### src/ps2kb_pkg.sv
`default_nettype none
// ----------------------------------------------------------------------------
// ps2kb_pkg
// Types and protocol constants for the PS/2 keyboard command sequencer.
// ----------------------------------------------------------------------------
package ps2kb_pkg;

    localparam logic [1:0] REQ_ENQUEUE = 2'd0;
    localparam logic [1:0] REQ_RX      = 2'd1;
    localparam logic [1:0] REQ_TX      = 2'd2;

    localparam logic [7:0] BYTE_ACK       = 8'hFA;
    localparam logic [7:0] BYTE_RESEND    = 8'hFE;
    localparam logic [7:0] CMD_RESET      = 8'hFF;
    localparam logic [7:0] SELF_TEST_PASS = 8'hAA;
    localparam logic [7:0] BYTE_ECHO      = 8'hEE;
    localparam logic [7:0] BYTE_RESTART   = 8'h00;

    typedef struct packed {
        logic [1:0] req_type;
        logic [7:0] cmd_byte;
        logic [7:0] param_byte;
        logic       has_param;
        logic       expects_extra;
        logic [7:0] rx_byte;
    } ps2kb_req_t;

    typedef struct packed {
        logic       tx_valid;
        logic [7:0] tx_byte;
        logic       done_valid;
        logic       done_status;
        logic [7:0] extra_response;
        logic       key_valid;
        logic [7:0] key_byte;
        logic       enqueue_rejected;
        logic [3:0] queue_count;
    } ps2kb_res_t;

    // one queued command as held in the command RAM
    typedef struct packed {
        logic       expects_extra;
        logic       has_param;
        logic [7:0] param_byte;
        logic [7:0] cmd_byte;
    } ps2kb_entry_t;

endpackage
`default_nettype wire

### src/ps2kb_ram.sv
`default_nettype none
// ----------------------------------------------------------------------------
// ps2kb_ram
// Generic single-write, single-read RAM with registered read data.
// ----------------------------------------------------------------------------
module ps2kb_ram #(
    parameter int WIDTH = 18,
    parameter int DEPTH = 8
) (
    input  wire logic                     clk,
    input  wire logic                     wr_en,
    input  wire logic [$clog2(DEPTH)-1:0] wr_addr,
    input  wire logic [WIDTH-1:0]         wr_data,
    input  wire logic                     rd_en,
    input  wire logic [$clog2(DEPTH)-1:0] rd_addr,
    output logic      [WIDTH-1:0]         rd_data
);

    logic [WIDTH-1:0] mem [DEPTH];

    always_ff @(posedge clk)
    begin
        if (wr_en)
        begin
            mem[wr_addr] <= wr_data;
        end
        if (rd_en)
        begin
            rd_data <= mem[rd_addr];
        end
    end

endmodule
`default_nettype wire

### src/ps2_keyboard_command_sequencer.sv
`default_nettype none
// ----------------------------------------------------------------------------
// ps2_keyboard_command_sequencer
// Host-side PS/2 keyboard command queue and reply handling.
// ----------------------------------------------------------------------------
// Each word goes through an accept and an execute cycle: the accept edge reads the head command from the
// command RAM, the next cycle (busy high) decodes it and updates the queue
// state, and the result appears for one cycle with result_valid in the cycle
// after that, when a new word may already be accepted. The execute cycle is
// needed because the command RAM has registered read data. Every accepted word
// gives exactly one result; result_valid is a strobe and is never held, so
// the receiver must take each result in the cycle it appears.
module ps2_keyboard_command_sequencer
    import ps2kb_pkg::*;
#(
    parameter int QUEUE_DEPTH = 8
) (
    input  wire logic       clk,
    input  wire logic       rst_n,
    input  wire logic       start,
    output logic            busy,
    input  wire ps2kb_req_t cmd,
    output logic            result_valid,
    output ps2kb_res_t      result
);

    localparam int IDX_W = $clog2(QUEUE_DEPTH);
    localparam int CNT_W = $clog2(QUEUE_DEPTH + 1);

    localparam logic ST_IDLE = 1'b0;
    localparam logic ST_EXEC = 1'b1;

    logic                 state_reg, state_next;
    ps2kb_req_t           req_reg;
    logic [IDX_W-1:0]     head_reg, head_next;
    logic [CNT_W-1:0]     count_reg, count_next;
    logic [1:0]           sent_reg, sent_next;
    logic [1:0]           acks_reg, acks_next;
    logic                 hdone_reg, hdone_next;
    logic [7:0]           extra_reg, extra_next;
    ps2kb_res_t           res_reg, res_next;
    logic                 res_valid_reg;

    logic                 accept;
    logic                 wr_en;
    logic [IDX_W-1:0]     wr_addr;
    logic [IDX_W:0]       tail_sum;
    logic [$bits(ps2kb_entry_t)-1:0] rd_data;
    ps2kb_entry_t         ent;
    ps2kb_entry_t         new_ent;
    logic                 waiting;
    logic                 do_remove;
    logic [1:0]           acks_inc;
    logic [CNT_W+3:0]     count_wide;

    assign busy   = (state_reg == ST_EXEC);
    assign accept = start && !busy;
    assign ent    = ps2kb_entry_t'(rd_data);

    assign new_ent.expects_extra = req_reg.expects_extra;
    assign new_ent.has_param     = req_reg.has_param;
    assign new_ent.param_byte    = req_reg.param_byte;
    assign new_ent.cmd_byte      = req_reg.cmd_byte;

    // tail = (head + count) mod depth, count below depth when written
    always_comb
    begin
        tail_sum = {1'b0, head_reg} + (IDX_W + 1)'(count_reg);
        if (tail_sum >= (IDX_W + 1)'(QUEUE_DEPTH))
        begin
            tail_sum = tail_sum - (IDX_W + 1)'(QUEUE_DEPTH);
        end
        wr_addr = tail_sum[IDX_W-1:0];
    end

    ps2kb_ram #(
        .WIDTH ($bits(ps2kb_entry_t)),
        .DEPTH (QUEUE_DEPTH)
    ) u_store (
        .clk     (clk),
        .wr_en   (wr_en),
        .wr_addr (wr_addr),
        .wr_data (new_ent),
        .rd_en   (accept),
        .rd_addr (head_reg),
        .rd_data (rd_data)
    );

    always_comb
    begin
        state_next = state_reg;
        head_next  = head_reg;
        count_next = count_reg;
        sent_next  = sent_reg;
        acks_next  = acks_reg;
        hdone_next = hdone_reg;
        extra_next = extra_reg;
        res_next   = '0;
        wr_en      = 1'b0;
        do_remove  = 1'b0;
        waiting    = (count_reg != '0) && (sent_reg != 2'd0) && !hdone_reg;
        acks_inc   = (acks_reg == 2'd3) ? 2'd3 : acks_reg + 2'd1;

        case (state_reg)
            ST_IDLE:
            begin
                if (accept)
                begin
                    state_next = ST_EXEC;
                end
            end
            ST_EXEC:
            begin
                state_next = ST_IDLE;
                case (req_reg.req_type)
                    REQ_ENQUEUE:
                    begin
                        if (count_reg >= CNT_W'(QUEUE_DEPTH))
                        begin
                            res_next.enqueue_rejected = 1'b1;
                        end
                        else
                        begin
                            wr_en      = 1'b1;
                            count_next = count_reg + CNT_W'(1);
                        end
                    end
                    REQ_RX:
                    begin
                        if (!waiting)
                        begin
                            res_next.key_valid = 1'b1;
                            res_next.key_byte  = req_reg.rx_byte;
                        end
                        else if (req_reg.rx_byte == BYTE_RESEND)
                        begin
                            sent_next = sent_reg - 2'd1;
                        end
                        else if (req_reg.rx_byte == BYTE_ACK)
                        begin
                            acks_next = acks_inc;
                            if (!ent.expects_extra)
                            begin
                                hdone_next = ent.has_param ? (acks_inc == 2'd2) : 1'b1;
                            end
                        end
                        else if (req_reg.rx_byte == BYTE_RESTART)
                        begin
                            sent_next  = 2'd0;
                            acks_next  = 2'd0;
                            hdone_next = 1'b0;
                        end
                        else if (req_reg.rx_byte == BYTE_ECHO && ent.cmd_byte == BYTE_ECHO)
                        begin
                            do_remove = 1'b1;
                        end
                        else
                        begin
                            extra_next = req_reg.rx_byte;
                            hdone_next = 1'b1;
                        end
                    end
                    REQ_TX:
                    begin
                        if (count_reg != '0)
                        begin
                            if (sent_reg == 2'd0 && acks_reg == 2'd0)
                            begin
                                res_next.tx_valid = 1'b1;
                                res_next.tx_byte  = ent.cmd_byte;
                                sent_next         = 2'd1;
                            end
                            else if (sent_reg == 2'd1 && acks_reg == 2'd1 && ent.has_param)
                            begin
                                res_next.tx_valid = 1'b1;
                                res_next.tx_byte  = ent.param_byte;
                                sent_next         = 2'd2;
                            end
                            do_remove = hdone_reg;
                        end
                    end
                    default:
                    begin
                    end
                endcase

                if (do_remove)
                begin
                    res_next.done_valid     = 1'b1;
                    res_next.done_status    = (ent.cmd_byte == CMD_RESET)
                                              && (extra_reg != SELF_TEST_PASS);
                    res_next.extra_response = extra_reg;
                    head_next  = (head_reg == IDX_W'(QUEUE_DEPTH - 1)) ? '0
                                 : head_reg + IDX_W'(1);
                    count_next = count_reg - CNT_W'(1);
                    sent_next  = 2'd0;
                    acks_next  = 2'd0;
                    hdone_next = 1'b0;
                end

                count_wide           = {4'b0, count_next};
                res_next.queue_count = count_wide[3:0];
            end
            default:
            begin
                state_next = ST_IDLE;
            end
        endcase
        count_wide = {4'b0, count_next};
        if (state_reg == ST_EXEC)
        begin
            res_next.queue_count = count_wide[3:0];
        end
    end

    always_ff @(posedge clk or negedge rst_n)
    begin
        if (!rst_n)
        begin
            state_reg     <= ST_IDLE;
            head_reg      <= '0;
            count_reg     <= '0;
            sent_reg      <= 2'd0;
            acks_reg      <= 2'd0;
            hdone_reg     <= 1'b0;
            extra_reg     <= 8'd0;
            res_valid_reg <= 1'b0;
        end
        else
        begin
            state_reg     <= state_next;
            head_reg      <= head_next;
            count_reg     <= count_next;
            sent_reg      <= sent_next;
            acks_reg      <= acks_next;
            hdone_reg     <= hdone_next;
            extra_reg     <= extra_next;
            res_valid_reg <= (state_reg == ST_EXEC);
        end
    end

    always_ff @(posedge clk)
    begin
        if (accept)
        begin
            req_reg <= cmd;
        end
        if (state_reg == ST_EXEC)
        begin
            res_reg <= res_next;
        end
    end

    assign result_valid = res_valid_reg;
    assign result       = res_reg;

    // result word follows an execute cycle
    assert property (@(posedge clk) disable iff (!rst_n)
        result_valid |-> $past(state_reg == ST_EXEC))
        else $error("result without execute cycle");

    assert property (@(posedge clk) disable iff (!rst_n)
        count_reg <= CNT_W'(QUEUE_DEPTH))
        else $error("queue count above depth");

    // completion pops exactly one command
    assert property (@(posedge clk) disable iff (!rst_n)
        (result_valid && result.done_valid) |->
            (count_reg == CNT_W'($past(count_reg) - CNT_W'(1))))
        else $error("completion did not pop one command");

    assert property (@(posedge clk) disable iff (!rst_n)
        (result_valid && result.enqueue_rejected) |-> (count_reg == CNT_W'(QUEUE_DEPTH)))
        else $error("enqueue rejected with room left");

    assert property (@(posedge clk) disable iff (!rst_n)
        (result_valid && result.tx_valid && !result.done_valid) |-> (sent_reg != 2'd0))
        else $error("byte sent without send progress");

endmodule
`default_nettype wire

### config.mk
export PLATFORM = sky130hd
export DESIGN_NAME = ps2_keyboard_command_sequencer
export DESIGN_NICKNAME = d
export VERILOG_FILES = /design/src/ps2kb_pkg.sv /design/src/ps2kb_ram.sv /design/src/ps2_keyboard_command_sequencer.sv
export SDC_FILE = /design/constraint.sdc
export NUM_CORES = 1
export LEC_CHECK = 0
export BUFFER_PORTS_ARGS = -buffer_cell sky130_fd_sc_hd__buf_2
export CORE_MARGIN = 4
export CORE_UTILIZATION = 64
export DETAILED_ROUTE_END_ITERATION = 16
export GPL_TIMING_DRIVEN = 0
export PLACE_DENSITY = 0.84
export SETUP_SLACK_MARGIN = 0.3
export SLEW_MARGIN = 20
export SYNTH_ARGS = -nofsm -noshare
export SYNTH_HDL_FRONTEND = slang
export SYNTH_SLANG_ARGS = --single-unit
### constraint.sdc
create_clock -name clk -period 6.05 [get_ports clk]
set_input_delay 0.9075 -clock clk [delete_from_list [all_inputs] [get_ports clk]]
set_output_delay 0.9075 -clock clk [all_outputs]
set_load 0.03 [all_outputs]
# Word-level counts from Yosys, hierarchy flattened
# Memory sizes are Yosys's and may differ from the RTL's. A register that Yosys moved wholly into a read port is not among the register bits.
# Cells that the tools add are included.
# word_totals
register_bits,83
ramBits,144
inputBits,31
elab_cells,137
memories,1
# op_classes
n_addsub,7
n_lt_le_gt_ge,2
eq_ne,21
n_mux,50
bitwise_logic,6
n_reduce_logical,27
# memory_table
name,depth,word_bits,read_ports,rd_clocked_by_memory_dff,write_ports,line_no,source
u_store.mem,8,18,1,1,1,ps2kb_ram.sv:19,logic [WIDTH-1:0] mem [DEPTH];
# op_table
operator,n
$eq A8 B8 Y1 const B,5
$mux W2,14
$mux W9,3
$mux W1,23
$mux W4,4
$reduce_and A7 Y1,2
$ne A4 B4 Y1 const B,3
$mux W10,1
$ne A3 B3 Y1 const B,3
$ge A4 B4 Y1 const B,2
$logic_and A1 B1 Y1,8
$logic_not A8 Y1,1
$ne A8 B8 Y1 const B,1
$eq A2 B1 Y1 const B,3
$eq A2 B2 Y1 const B,3
$logic_not A2 Y1,3
$mux W3,2
$not A1 Y1,6
$reduce_and A6 Y1,1
$reduce_bool A2 Y1,3
$reduce_bool A3 Y1,2
$reduce_and A5 Y1,1
$add A3 B4 Y4,1
$add A4 B1 Y4 const B,1
14 further kinds,17

# Longest topological paths before layout
# Gate-level depths: netlist of run 1.
# logic_depth
ltp_word,11
ltp_mapped,10
mapped_depth_nobuf,9

# Hierarchy
# A second synthesis of run 1 with hierarchy kept.
# hier_totals
hier_cells,486
area_unflattened_um2,9668.0
# modules_own_cells
module,n_inst,cells_per_inst,area_each_um2,seq_area_each_um2
ps2kb_ram,1,239,6144.6,4864.7
ps2_keyboard_command_sequencer,1,247,3523.4,2382.3

# Worst setup path after synthesis of run 1
# No wires, ideal clock.
# synth_timing
path_kind,flip-flop to flip-flop
startpoint,"register state_reg, in the netlist busy"
endpoint,memory u_store.mem[0][0] (enable)
setup_time_ns,0.439
arrival_time_ns,3.694
required_time_ns,5.611
setup_slack_ns,1.917
path_stages_with_launch,5
path_buffers,1
cell_sequence,dfrtp_1 buf_2 nand2_1 or2_0 nor4_1
# synth_via
elab_chain_len,3
# synth_rtl
item,line_no,source
"start, declared",ps2_keyboard_command_sequencer.sv:33,"logic state_reg, state_next;"
"start signal, assigned",ps2_keyboard_command_sequencer.sv:231,state_reg <= state_next;
$mux W1,ps2_keyboard_command_sequencer.sv:104,case (state_reg)
$mux W1,ps2kb_ram.sv:23,if (wr_en)
$mux W1 (implied by the code),ps2kb_ram.sv:25,mem[wr_addr] <= wr_data;
"end, declared",ps2kb_ram.sv:19,
# Every way passes these cells.

# Worst setup path in the final report of run 1
# layout_timing
startpoint,"register state_reg, in the netlist busy"
endpoint,memory u_store.mem[6][7] (enable)
# The elaborated chain is that of the path after synthesis.

==> impl_metrics.py, run 1 <==
metrics = {
    "routing": {
        "ant_nets": 0,
        "wl_per_cell_um": 23.2,
        "vias_per_cell": 6.16,
        "num_vias": 4847,
        "drc_errors": 0,
        "first_pass_iters": 5,
        "drtIter0Drc": 410,
        "drt_wl_total_mm": 18.3,
    },
    "timing": {
        "finalCriticalPeriod_ns": 3.28,
        "max_freq_mhz": 305,
        "setup_viol": 0,
        "finalCritPeriodShare": 0.542,
        "rsz0062_at_grt": "false",
        "skew_ns": 0.00861,
        "setup_tns_ns": 0,
        "setup_ws_ns": 2.77,
        "finalHoldViolCount": 0,
        "tightest_slew_ns": 0.916,
        "finalMaxSlewViolations": 0,
        "maxSlewHeadroom": 0.390,
    },
    "worst_setup_path": {
        "critical_path.top_delay_family": "simple AND/OR/NAND/NOR gates",
        "path_max_fanout": 36,
        "reg2reg_slack_ns": 2.77,
        "cp-end-kind": "flip-flop",
        "cpMaxStageDelayCell": "dfrtp_2",
        "worstSetupPathType": "reg2reg",
        "critPathBufInv": 3,
        "cp.arrival_ns": 3.48,
        "reg2reg_depth": 7,
        "crit_cells": 7,
        "crit_path_start_kind": "flip-flop",
        "max_stage_delay_ns": 0.86,
        "crit_chain": "buf_2 > nand2_1 > nor2_1 > nand2_1 > nor3_2 > buf_4 > buf_4",
        "cp.required_ns": 6.25,
    },
    "power_and_ir_drop": {
        "p_sw_mw": 1.06,
        "clkPwrFrac": 0.322,
        "p_seq_frac": 0.503,
        "power.leakage_nw": 3.85,
        "powerDensity_mw_per_mm2": 380,
        "irDropWorstVdd_uv": 279,
        "intPower_mw": 3.11,
        "pwr-share-comb": 0.175,
        "switching_share": 0.254,
    },
    "die": {
        "die_w_um": 130,
        "io_pins": 66,
        "core_area_mm2": 0.0145,
        "die_y_um": 130,
        "initial_core_util": 0.654,
        "fp-row-count": 44,
        "dieArea_mm2": 0.0169,
    },
    "final_layout": {
        "fillers": 790,
        "finalInstanceArea_mm2": 0.0110,
        "drive_above_1_share": 0.327,
        "antenna_cells": 0,
        "syn2layout_area_growth_pct": 15.4,
        "layout.nets": 629,
        "regMostFlops": "u_store.mem",
        "largest_reg_flops": 144,
    },
    "global_routing": {
        "grt_usage": 0.225,
        "grt_pass1_wl_mm": 28.1,
        "grt_pass1_vias": 5013,
        "antenna_found_initial": 0,
        "grt-ovfl-total": 0,
        "grt_max_degree": 37,
    },
    "min_path": {
        "holdCritPathClass": "in2async",
    },
    "cts": {
        "cts_hold_buffers": 0,
        "ctsResizeCount": 0,
        "clk_pin_slew_ns": 0.06,
        "cts_sinks": 245,
        "numCtsBuffers": 23,
        "cts_tree": "done",
        "htree_levels": 1,
        "clk_latency_ns": 0.50,
        "cts_buffer_depth": 3,
        "cts_setup_buffers": 0,
        "clockRootBuffer": "clkbuf_16",
    },
    "placement": {
        "hpwlAfterDp_mm": 11.8,
        "place_congestion": 0.873,
        "placed_area_mm2": 0.0103,
        "numPortBuffers": 65,
        "post-place-ws_ns": 2.78,
    },
    "synth": {
        "yosysTopAreaCell": "edfxtp_1",
        "synth_top_area_share": 0.705,
        "syn_area_per_cell_um2": 19.8,
        "synth_nets": 523,
        "synth-edff-count": 223,
        "synth_seq_cells": 245,
        "yosysWarnings": 0,
        "ys.flop_type": "edfxtp_1",
        "netlist-cell-type-count": 51,
        "syn_area_mm2": 0.00950,
        "syn_inst": 481,
        "synthArstFlopShare": 0.0898,
        "yosysSeqAreaShare": 0.763,
        "yosys-top-cells-area": "edfxtp_1 (70%), mux4_2 (8.5%), dfrtp_1 (5.8%), mux2_2 (3.0%), ha_1 (1.3%)",
    },
    "status": {
        "outcome": "finished, final reports clean",
    },
    "job": {
        "maxCapViolCount": 0,
    },
}
[cell type report]
| cell class | count | area, um2 | area share |
|---|---|---|---|
| sequential | 245 | 7250 | 0.661 |
| multi-input combinational | 211 | 2210 | 0.201 |
| clock buffer | 38 | 662 | 0.0603 |
| timing repair buffer | 81 | 479 | 0.0437 |
| tap | 184 | 230 | 0.0210 |
| buffer | 15 | 62.6 | 0.00570 |
| clock inverter | 3 | 38.8 | 0.00354 |
| inverter | 10 | 37.5 | 0.00342 |
[metal layers]
layer | part of all wire | up-vias | GRT usage
li1 | - | 2135 | -
met1 | 0.39 | 2468 | 0.296
met2 | 0.52 | 198 | 0.396
met3 | 0.057 | 46 | 0.0287
met4 | 0.032 | 0 | 0.0795
met5 | 0 | - | 0
[synthesized netlist by cell type, drive strengths merged (2+ instances only)]
master   instances
a21oi            5
or2              2
a211oi           2
nor3b            2
edfxtp         223
nand3            4
inv             10
clkbuf          10
xnor2            5
buf              5
and2            10
nor2b            4
and3             8
nand2           14
nor4             4
o21ai            7
nor3             9
mux4            36
ha              10
nor2            24
nor4bb           2
dfrtp           22
o2bb2ai          4
mux2i            8
mux2            29
nand4b           2
nand4            5
[logic make-up (layout without fill, tap and decap cells)]
family / after synthesis / count (layout) / share of synthesized area
compound gates: 25 / 25 / 0.0200
xor+xnor: 6 / 6 / 0.00553
fa+ha+maj: 11 / 11 / 0.0153
buf+inv: 25 / 147 / 0.0105
flops: 245 / 245 / 0.763
mux: 73 / 73 / 0.128
simple gates: 96 / 96 / 0.0578
[power by group through the flow]
stage | clock [mW] | sequential, mW | combinational, mW
global route | 1.44 | 2.11 | 0.788
global placement | 0 | 2.12 | 0.656
finish | 1.34 | 2.10 | 0.732
CTS | 1.36 | 2.10 | 0.736
detailed placement | 0 | 2.13 | 0.726
floorplan | 0 | 2.14 | 0.480
[final timing paths]
| path | to | from |
|---|---|---|
| worst max-delay path | u_store.mem[6][7]$_DFFE_PP_ | busy$_DFF_PN0_ |
| worst min-delay path | hdone_reg$_DFFE_PN0P_ | rst_n |
| worst max register to register | u_store.mem[6][7]$_DFFE_PP_ | busy$_DFF_PN0_ |
| worst min register to register | sent_reg[1]$_DFFE_PN0P_ | sent_reg[1]$_DFFE_PN0P_ |
| max in group asynchronous | busy$_DFF_PN0_ | rst_n |
| min in group clk | sent_reg[1]$_DFFE_PN0P_ | sent_reg[1]$_DFFE_PN0P_ |
[cell usage in the layout (no fill, tap or decap), types with 6 or more instances in the layout]
cell type / netlist / routed
and2_1: 10 / 10
and3_1: 8 / 8
buf_2: 5 / 74
buf_4: 0 / 9
clkbuf_1: 10 / 22
clkbuf_16: 0 / 23
dfrtp_1: 22 / 21
edfxtp_1: 223 / 223
ha_1: 10 / 10
inv_1: 9 / 9
mux2_2: 25 / 25
mux2i_1: 8 / 8
mux4_2: 36 / 36
nand2_1: 14 / 14
nor2_1: 22 / 20
o21ai_0: 6 / 6
[metrics by stage]
stage	utilization	std cells	hold WS (ns)	total power, mW
6_report	0.755	787	0.395	4.17
5_1_grt	0.755	787	0.427	4.34
3_3_place_gp	0.692	730	0.474	2.78
3_5_place_dp	0.706	746	0.482	2.85
4_1_cts	0.755	787	0.399	4.19
2_1_floorplan	-	481	0.456	2.62
(Power assumes the default switching activity.)
==> inputs of run 2 (changes only) <==
Settings changed: ABC_AREA set to 1, CORE_UTILIZATION 64 to 54, PLACE_DENSITY 0.84 to 0.75.
Clock period 6.05 ns to 2.85 ns, I/O delays scaled along.
==> run 2 against run 1 <==
Combinational power grew to 2.5 times the previous value. Fmax is 37% higher. Final area is 3.7% higher. Via count is 26% higher. Sequential power is 110% higher. Register-to-register slack worse by 2.3 ns. First-iteration DRC count is 56% higher. Cell count is 42% higher.
==> impl_metrics.py, run 2 <==
metrics = {
    "worst_setup_path": {
        "worstSetupStartpoint": "count_reg[0]$_DFF_PN0_",
        "cp.arrival_ns": 2.64,
        "critical_path.top_delay_family": "adder cells",
        "crit_path_start_kind": "flip-flop",
        "cp.required_ns": 3.09,
        "max_stage_delay_ns": 0.46,
        "path_max_fanout": 10,
        "cpMaxStageDelayCell": "dfrtp_1",
        "crit_chain": "ha_1 > fa_1 > xor2_1 > nand2_1 > nor2_4 > buf_6",
        "critPathBufInv": 1,
        "worstSetupPathType": "reg2reg",
        "cp-end-kind": "flip-flop",
        "r2r-start": "count_reg[0]$_DFF_PN0_",
    },
    "timing": {
        "setup_viol": 0,
        "maxSlewHeadroom": 0.537,
        "setup_tns_ns": 0,
        "finalMaxSlewViolations": 0,
        "finalCritPeriodShare": 0.842,
        "finalHoldViolCount": 0,
        "finalCriticalPeriod_ns": 2.40,
        "setup_ws_ns": 0.450,
        "skew_ns": 0.0177,
        "max_freq_mhz": 417,
        "tightest_slew_ns": 0.694,
        "rsz0062_at_grt": "false",
        "hold_ws_ns": 0.0683,
    },
    "global_routing": {
        "grt_usage": 0.202,
        "grt_max_degree": 37,
        "grt-ovfl-total": 0,
        "grt_pass1_vias": 6086,
        "antenna_found_initial": 0,
        "grt_pass1_wl_mm": 31.7,
    },
    "cts": {
        "numCtsBuffers": 26,
        "clk_pin_slew_ns": 0.06,
        "cts_sinks": 245,
        "clk_latency_ns": 0.53,
        "clockRootBuffer": "clkbuf_16",
        "htree_levels": 1,
        "cts_tree": "done",
        "cts_buffer_depth": 3,
    },
    "synth": {
        "synth_top_area_share": 0.690,
        "synth_nets": 813,
        "yosys-top-cells-area": "edfxtp_1 (69%), nor2_1 (7.1%), dfrtp_1 (5.7%), o21ai_0 (4.5%), nand2_1 (2.7%)",
        "yosysTopAreaCell": "edfxtp_1",
        "yosysSeqAreaShare": 0.746,
        "synth-edff-count": 223,
        "synth_compound_area_frac": 0.0763,
        "netlist-cell-type-count": 37,
        "synthArstFlopShare": 0.0898,
        "synth_top_family_by_area": "simple AND/OR/NAND/NOR gates",
        "synth.most_common_cell": "edfxtp_1",
        "yosysWarnings": 0,
        "synth_fa_ha_area_frac": 0.0149,
        "synthXorXnorAreaFrac": 0.00451,
        "ys.flop_type": "edfxtp_1",
        "synth-simple-area-share": 0.124,
        "syn_area_per_cell_um2": 12.6,
        "ys_top_cells_by_count": "edfxtp_1 (223), nor2_1 (183), o21ai_0 (87)",
        "syn_area_mm2": 0.00971,
        "synth_seq_cells": 245,
        "syn_inst": 771,
        "synth.area.mux_share": 0,
    },
    "routing": {
        "drc_errors": 0,
        "vias_per_cell": 5.46,
        "wl_met3_mm": 1.40,
        "wl_met1_mm": 8.23,
        "routed-wl-met2_mm": 9.77,
        "num_vias": 6107,
        "ant_nets": 0,
        "wl_per_cell_um": 18.0,
        "first_pass_iters": 5,
        "top_layer": "met4",
        "drtIter0Drc": 638,
        "drt_wl_total_mm": 20.1,
    },
    "final_layout": {
        "drive_above_1_share": 0.163,
        "fillers": 1268,
        "regMostFlops": "u_store.mem",
        "antenna_cells": 0,
        "syn2layout_area_growth_pct": 17.1,
        "largest_reg_flops": 144,
        "layout.nets": 918,
        "final_common_cell": "edfxtp_1",
        "final_cell_mix": "edfxtp_1 (223), nor2_1 (174), o21ai_0 (87)",
    },
    "power_and_ir_drop": {
        "intPower_mw": 6.59,
        "switching_share": 0.295,
        "power.leakage_nw": 4.22,
        "clkPwrFrac": 0.328,
        "total_power_mw": 9.35,
        "powerDensity_mw_per_mm2": 823,
        "p_sw_mw": 2.76,
        "pwr-share-comb": 0.197,
        "p_seq_frac": 0.475,
        "irDropWorstVdd_uv": 602,
    },
    "status": {
        "outcome": "finished, final reports clean",
    },
    "die": {
        "die_w_um": 142,
        "die_y_um": 142,
        "core_area_mm2": 0.0175,
        "dieArea_mm2": 0.0202,
        "fp-row-count": 48,
        "io_pins": 66,
        "initial_core_util": 0.556,
    },
    "placement": {
        "place_congestion": 0.859,
        "hpwlAfterDp_mm": 13.2,
        "post-place-ws_ns": -0.390,
        "numPortBuffers": 65,
    },
    "min_path": {
        "holdCritPathClass": "in2reg",
        "holdCritStartpoint": "cmd[21]",
    },
    "job": {
        "maxCapViolCount": 0,
    },
}
run 2: cell count changes after synthesis, moves of 10 or more:
cell,before,now
o22ai_1,1,18
mux2_2,25,0
and2_1,10,0
mux4_2,36,0
nand2_1,14,70
nor2_1,22,183
o21ai_0,6,87
inv_1,9,45
clkbuf_1,10,20
a31oi_1,0,18
run 2: kinds of logic after synthesis:
logic type / after synthesis
simple gates: 295
flops: 245
compound gates: 134
buf+inv: 81
fa+ha+maj: 11
xor+xnor: 5
run 2: metrics by stage:
step            util  cells  cell area (um2)
6_report       0.651   1119            11400
3_3_place_gp   0.591   1061            10300
3_5_place_dp   0.596   1066            10400
2_1_floorplan      -    771             9730
4_1_cts        0.648   1118            11300
5_1_grt        0.651   1119            11400
run 2: power by group through the flow:
stage / logic [mW] / registers [mW] / clock network, mW
detailed placement: 1.76 / 4.51 / 0
global placement: 1.68 / 4.51 / 0
floorplan: 1.13 / 4.56 / 0
CTS: 1.81 / 4.44 / 3.11
finish: 1.84 / 4.44 / 3.07
global route: 2.06 / 4.47 / 3.28
run 2: timing repair:
item	4_1_cts	5_1_grt
endpoints found under the hold margin	22	0
setup buffers	5	1
endpoints found under the setup margin	133	61
resized for setup	5	4
pin swaps	4	0
hold buffers	1	0
run 2: layer usage:
layer	track usage	vias to the layer above
li1	-	2917
met1	0.271	2888
met2	0.332	243
met3	0.0316	59
met4	0.0869	0
met5	0	-
run 2: cell type report:
type	count	area, um2	share of cell area
buffer	30	133	0.0117
clock inverter	12	97.6	0.00858
timing repair buffer	77	527	0.0463
inverter	51	194	0.0171
clock buffer	34	681	0.0599
tap	225	282	0.0248
multi-input combinational	445	2210	0.194
sequential	245	7250	0.638
run 2: worst paths after layout:
path | cells after the start | end | slack [ns]
worst max-delay path | 6 | u_store.mem[3][4]$_DFFE_PP_ | 0.45
worst min-delay path | 1 | new_ent[3]$_DFFE_PP_ | 0.07
worst min register to register | 2 | extra_reg[4]$_DFFE_PN0P_ | 0.49
min in group asynchronous | 2 | count_reg[2]$_DFF_PN0_ | 0.42
max in group asynchronous | 2 | busy$_DFF_PN0_ | 2.02
worst max register to register | 6 | u_store.mem[3][4]$_DFFE_PP_ | 0.45
==> inputs of run 3 (changes only) <==
Settings changed: CORE_UTILIZATION 54 to 60, PLACE_DENSITY 0.75 to 0.79.
Clock period 2.85 ns to 2.45 ns, I/O delays scaled along.
==> run 3 against run 2 <==
Via count up 7.4%. Final area up 3.5%. Sequential power up 17%. First-iteration DRC count up 11%. Worst hold slack worse by 0.060 ns. Total power up 24%. Combinational power up 27%. Flip-flop and latch count unchanged.
==> impl_metrics.py, run 3 (synthesized netlist as in run 2, its figures left out) <==
metrics = {
    "status": {
        "outcome": "finished, final reports clean",
    },
    "job": {
        "maxCapViolCount": 0,
    },
    "final_layout": {
        "drive_above_1_share": 0.200,
        "layout.nets": 940,
        "fillers": 1008,
        "final_common_cell": "edfxtp_1",
        "regMostFlops": "u_store.mem",
        "antenna_cells": 0,
        "largest_reg_flops": 144,
        "final_cell_mix": "edfxtp_1 (223), nor2_1 (172), o21ai_0 (87)",
        "syn2layout_area_growth_pct": 21.2,
    },
    "timing": {
        "tightest_slew_ns": 0.642,
        "finalCritPeriodShare": 0.859,
        "rsz0062_at_grt": "true",
        "skew_ns": 0.0206,
        "max_freq_mhz": 475,
        "finalCriticalPeriod_ns": 2.10,
        "hold_ws_ns": 0.00797,
        "finalHoldViolCount": 0,
        "maxSlewHeadroom": 0.572,
        "finalMaxSlewViolations": 0,
        "setup_viol": 0,
    },
    "power_and_ir_drop": {
        "powerDensity_mw_per_mm2": 983,
        "total_power_mw": 11.6,
        "clkPwrFrac": 0.350,
        "switching_share": 0.295,
        "p_sw_mw": 3.41,
        "pwr-share-comb": 0.202,
        "power.leakage_nw": 4.40,
        "intPower_mw": 8.16,
        "irDropWorstVdd_uv": 686,
        "p_seq_frac": 0.448,
    },
    "die": {
        "dieArea_mm2": 0.0183,
        "die_y_um": 135,
        "io_pins": 66,
        "fp-row-count": 46,
        "core_area_mm2": 0.0159,
        "die_w_um": 135,
        "initial_core_util": 0.611,
    },
    "worst_setup_path": {
        "cp-end-kind": "flip-flop",
        "crit_chain": "ha_4 > fa_2 > xor2_2 > inv_2 > nand2_2 > nor2_4 > clkbuf_16",
        "cpMaxStageDelayCell": "dfrtp_2",
        "cp.arrival_ns": 2.35,
        "worstSetupPathType": "reg2reg",
        "crit_path_start_kind": "flip-flop",
        "path_max_fanout": 5,
        "cp.required_ns": 2.70,
        "max_stage_delay_ns": 0.45,
    },
    "min_path": {
        "holdCritPathClass": "in2reg",
    },
    "cts": {
        "clockRootBuffer": "clkbuf_16",
        "cts_tree": "done",
        "cts_sinks": 245,
        "clk_pin_slew_ns": 0.06,
        "numCtsBuffers": 26,
        "cts_buffer_depth": 3,
        "clk_latency_ns": 0.53,
        "htree_levels": 1,
    },
    "global_routing": {
        "grt_pass1_vias": 6525,
        "grt_usage": 0.241,
        "antenna_found_initial": 0,
        "grt_pass1_wl_mm": 33.9,
        "grt_max_degree": 30,
        "grt-ovfl-total": 0,
    },
    "routing": {
        "drc_errors": 0,
        "vias_per_cell": 5.78,
        "drt_wl_total_mm": 22.6,
        "first_pass_iters": 6,
        "wl_per_cell_um": 19.9,
        "drtIter0Drc": 711,
        "num_vias": 6556,
        "ant_nets": 0,
    },
    "placement": {
        "numPortBuffers": 65,
        "place_congestion": 0.866,
        "hpwlAfterDp_mm": 13.6,
    },
}
[run 3: critical path, delay by kind of cell, from the launching register on]
family / cells / cell delay, ns
AND/OR/NAND/NOR: 2 / 0.35
adder cells (fa/ha/maj): 2 / 0.55
buffers and inverters: 2 / 0.30
XOR/XNOR: 1 / 0.18
flip-flops: 1 / 0.45
[run 3: final cells by class]
type                            count  area, um2  area share
Sequential cell                   245       7250       0.616
Multi-Input combinational cell    445       2240       0.191
Timing Repair Buffer               99        759      0.0645
Clock buffer                       28        658      0.0559
Tap cell                          216        270      0.0230
Clock inverter                     20        240      0.0204
Inverter                           51        198      0.0168
Buffer                             30        149      0.0126
[run 3: final timing paths]
| path | startpoint | end | slack [ns] | cells after the start |
|---|---|---|---|---|
| worst min register to register | extra_reg[6]$_DFFE_PN0P_ | extra_reg[6]$_DFFE_PN0P_ | 0.50 | 2 |
| worst min-delay path | cmd[18] | new_ent[0]$_DFFE_PP_ | 0.008 | 1 |
| worst max-delay path | head_reg[0]$_DFFE_PN0P_ | u_store.mem[5][1]$_DFFE_PP_ | 0.35 | 7 |
| worst max register to register | head_reg[0]$_DFFE_PN0P_ | u_store.mem[5][1]$_DFFE_PP_ | 0.35 | 7 |
| min in group asynchronous | rst_n | extra_reg[3]$_DFFE_PN0P_ | 0.36 | 2 |
| max in group asynchronous | rst_n | busy$_DFF_PN0_ | 1.68 | 2 |
[run 3: per-stage QoR]
stage          setup TNS [ns]  std cells  instance area (um2)  worst slack, ns  utilization
6_report                    0       1134                11800            0.345        0.741
2_1_floorplan           -4.77        771                 9780           -0.104            -
3_3_place_gp           -48.79       1052                10400           -0.761        0.653
4_1_cts                     0       1118                11600            0.301        0.728
3_5_place_dp           -28.84       1053                10400           -0.231        0.655
5_1_grt                     0       1134                11800            0.252        0.741
[run 3: what timing repair did]
action,CTS,global route
setup endpoints to repair,181,159
hold endpoints to repair,27,4
hold buffers,6,4
gates resized for setup,2,30
pin swaps,8,3
setup buffers,11,10
cloned,0,2
[run 3: metal layers]
layer	global-route usage	wire (um)	vias to the layer above
met2	0.433	11700	375
li1	-	-	2982
met4	0.0924	793	0
met1	0.290	8060	3117
met3	0.0435	2020	82
met5	0	0	-
[run 3: power groups by stage]
stage                     Combinational, mW  Sequential [mW]  Clock, mW
after floorplan                        1.37             5.30          0
after global routing                   2.54             5.21       4.28
after detailed placement               2.10             5.25          0
after CTS                              2.19             5.16       4.07
final                                  2.34             5.18       4.06
after global placement                 1.98             5.23          0
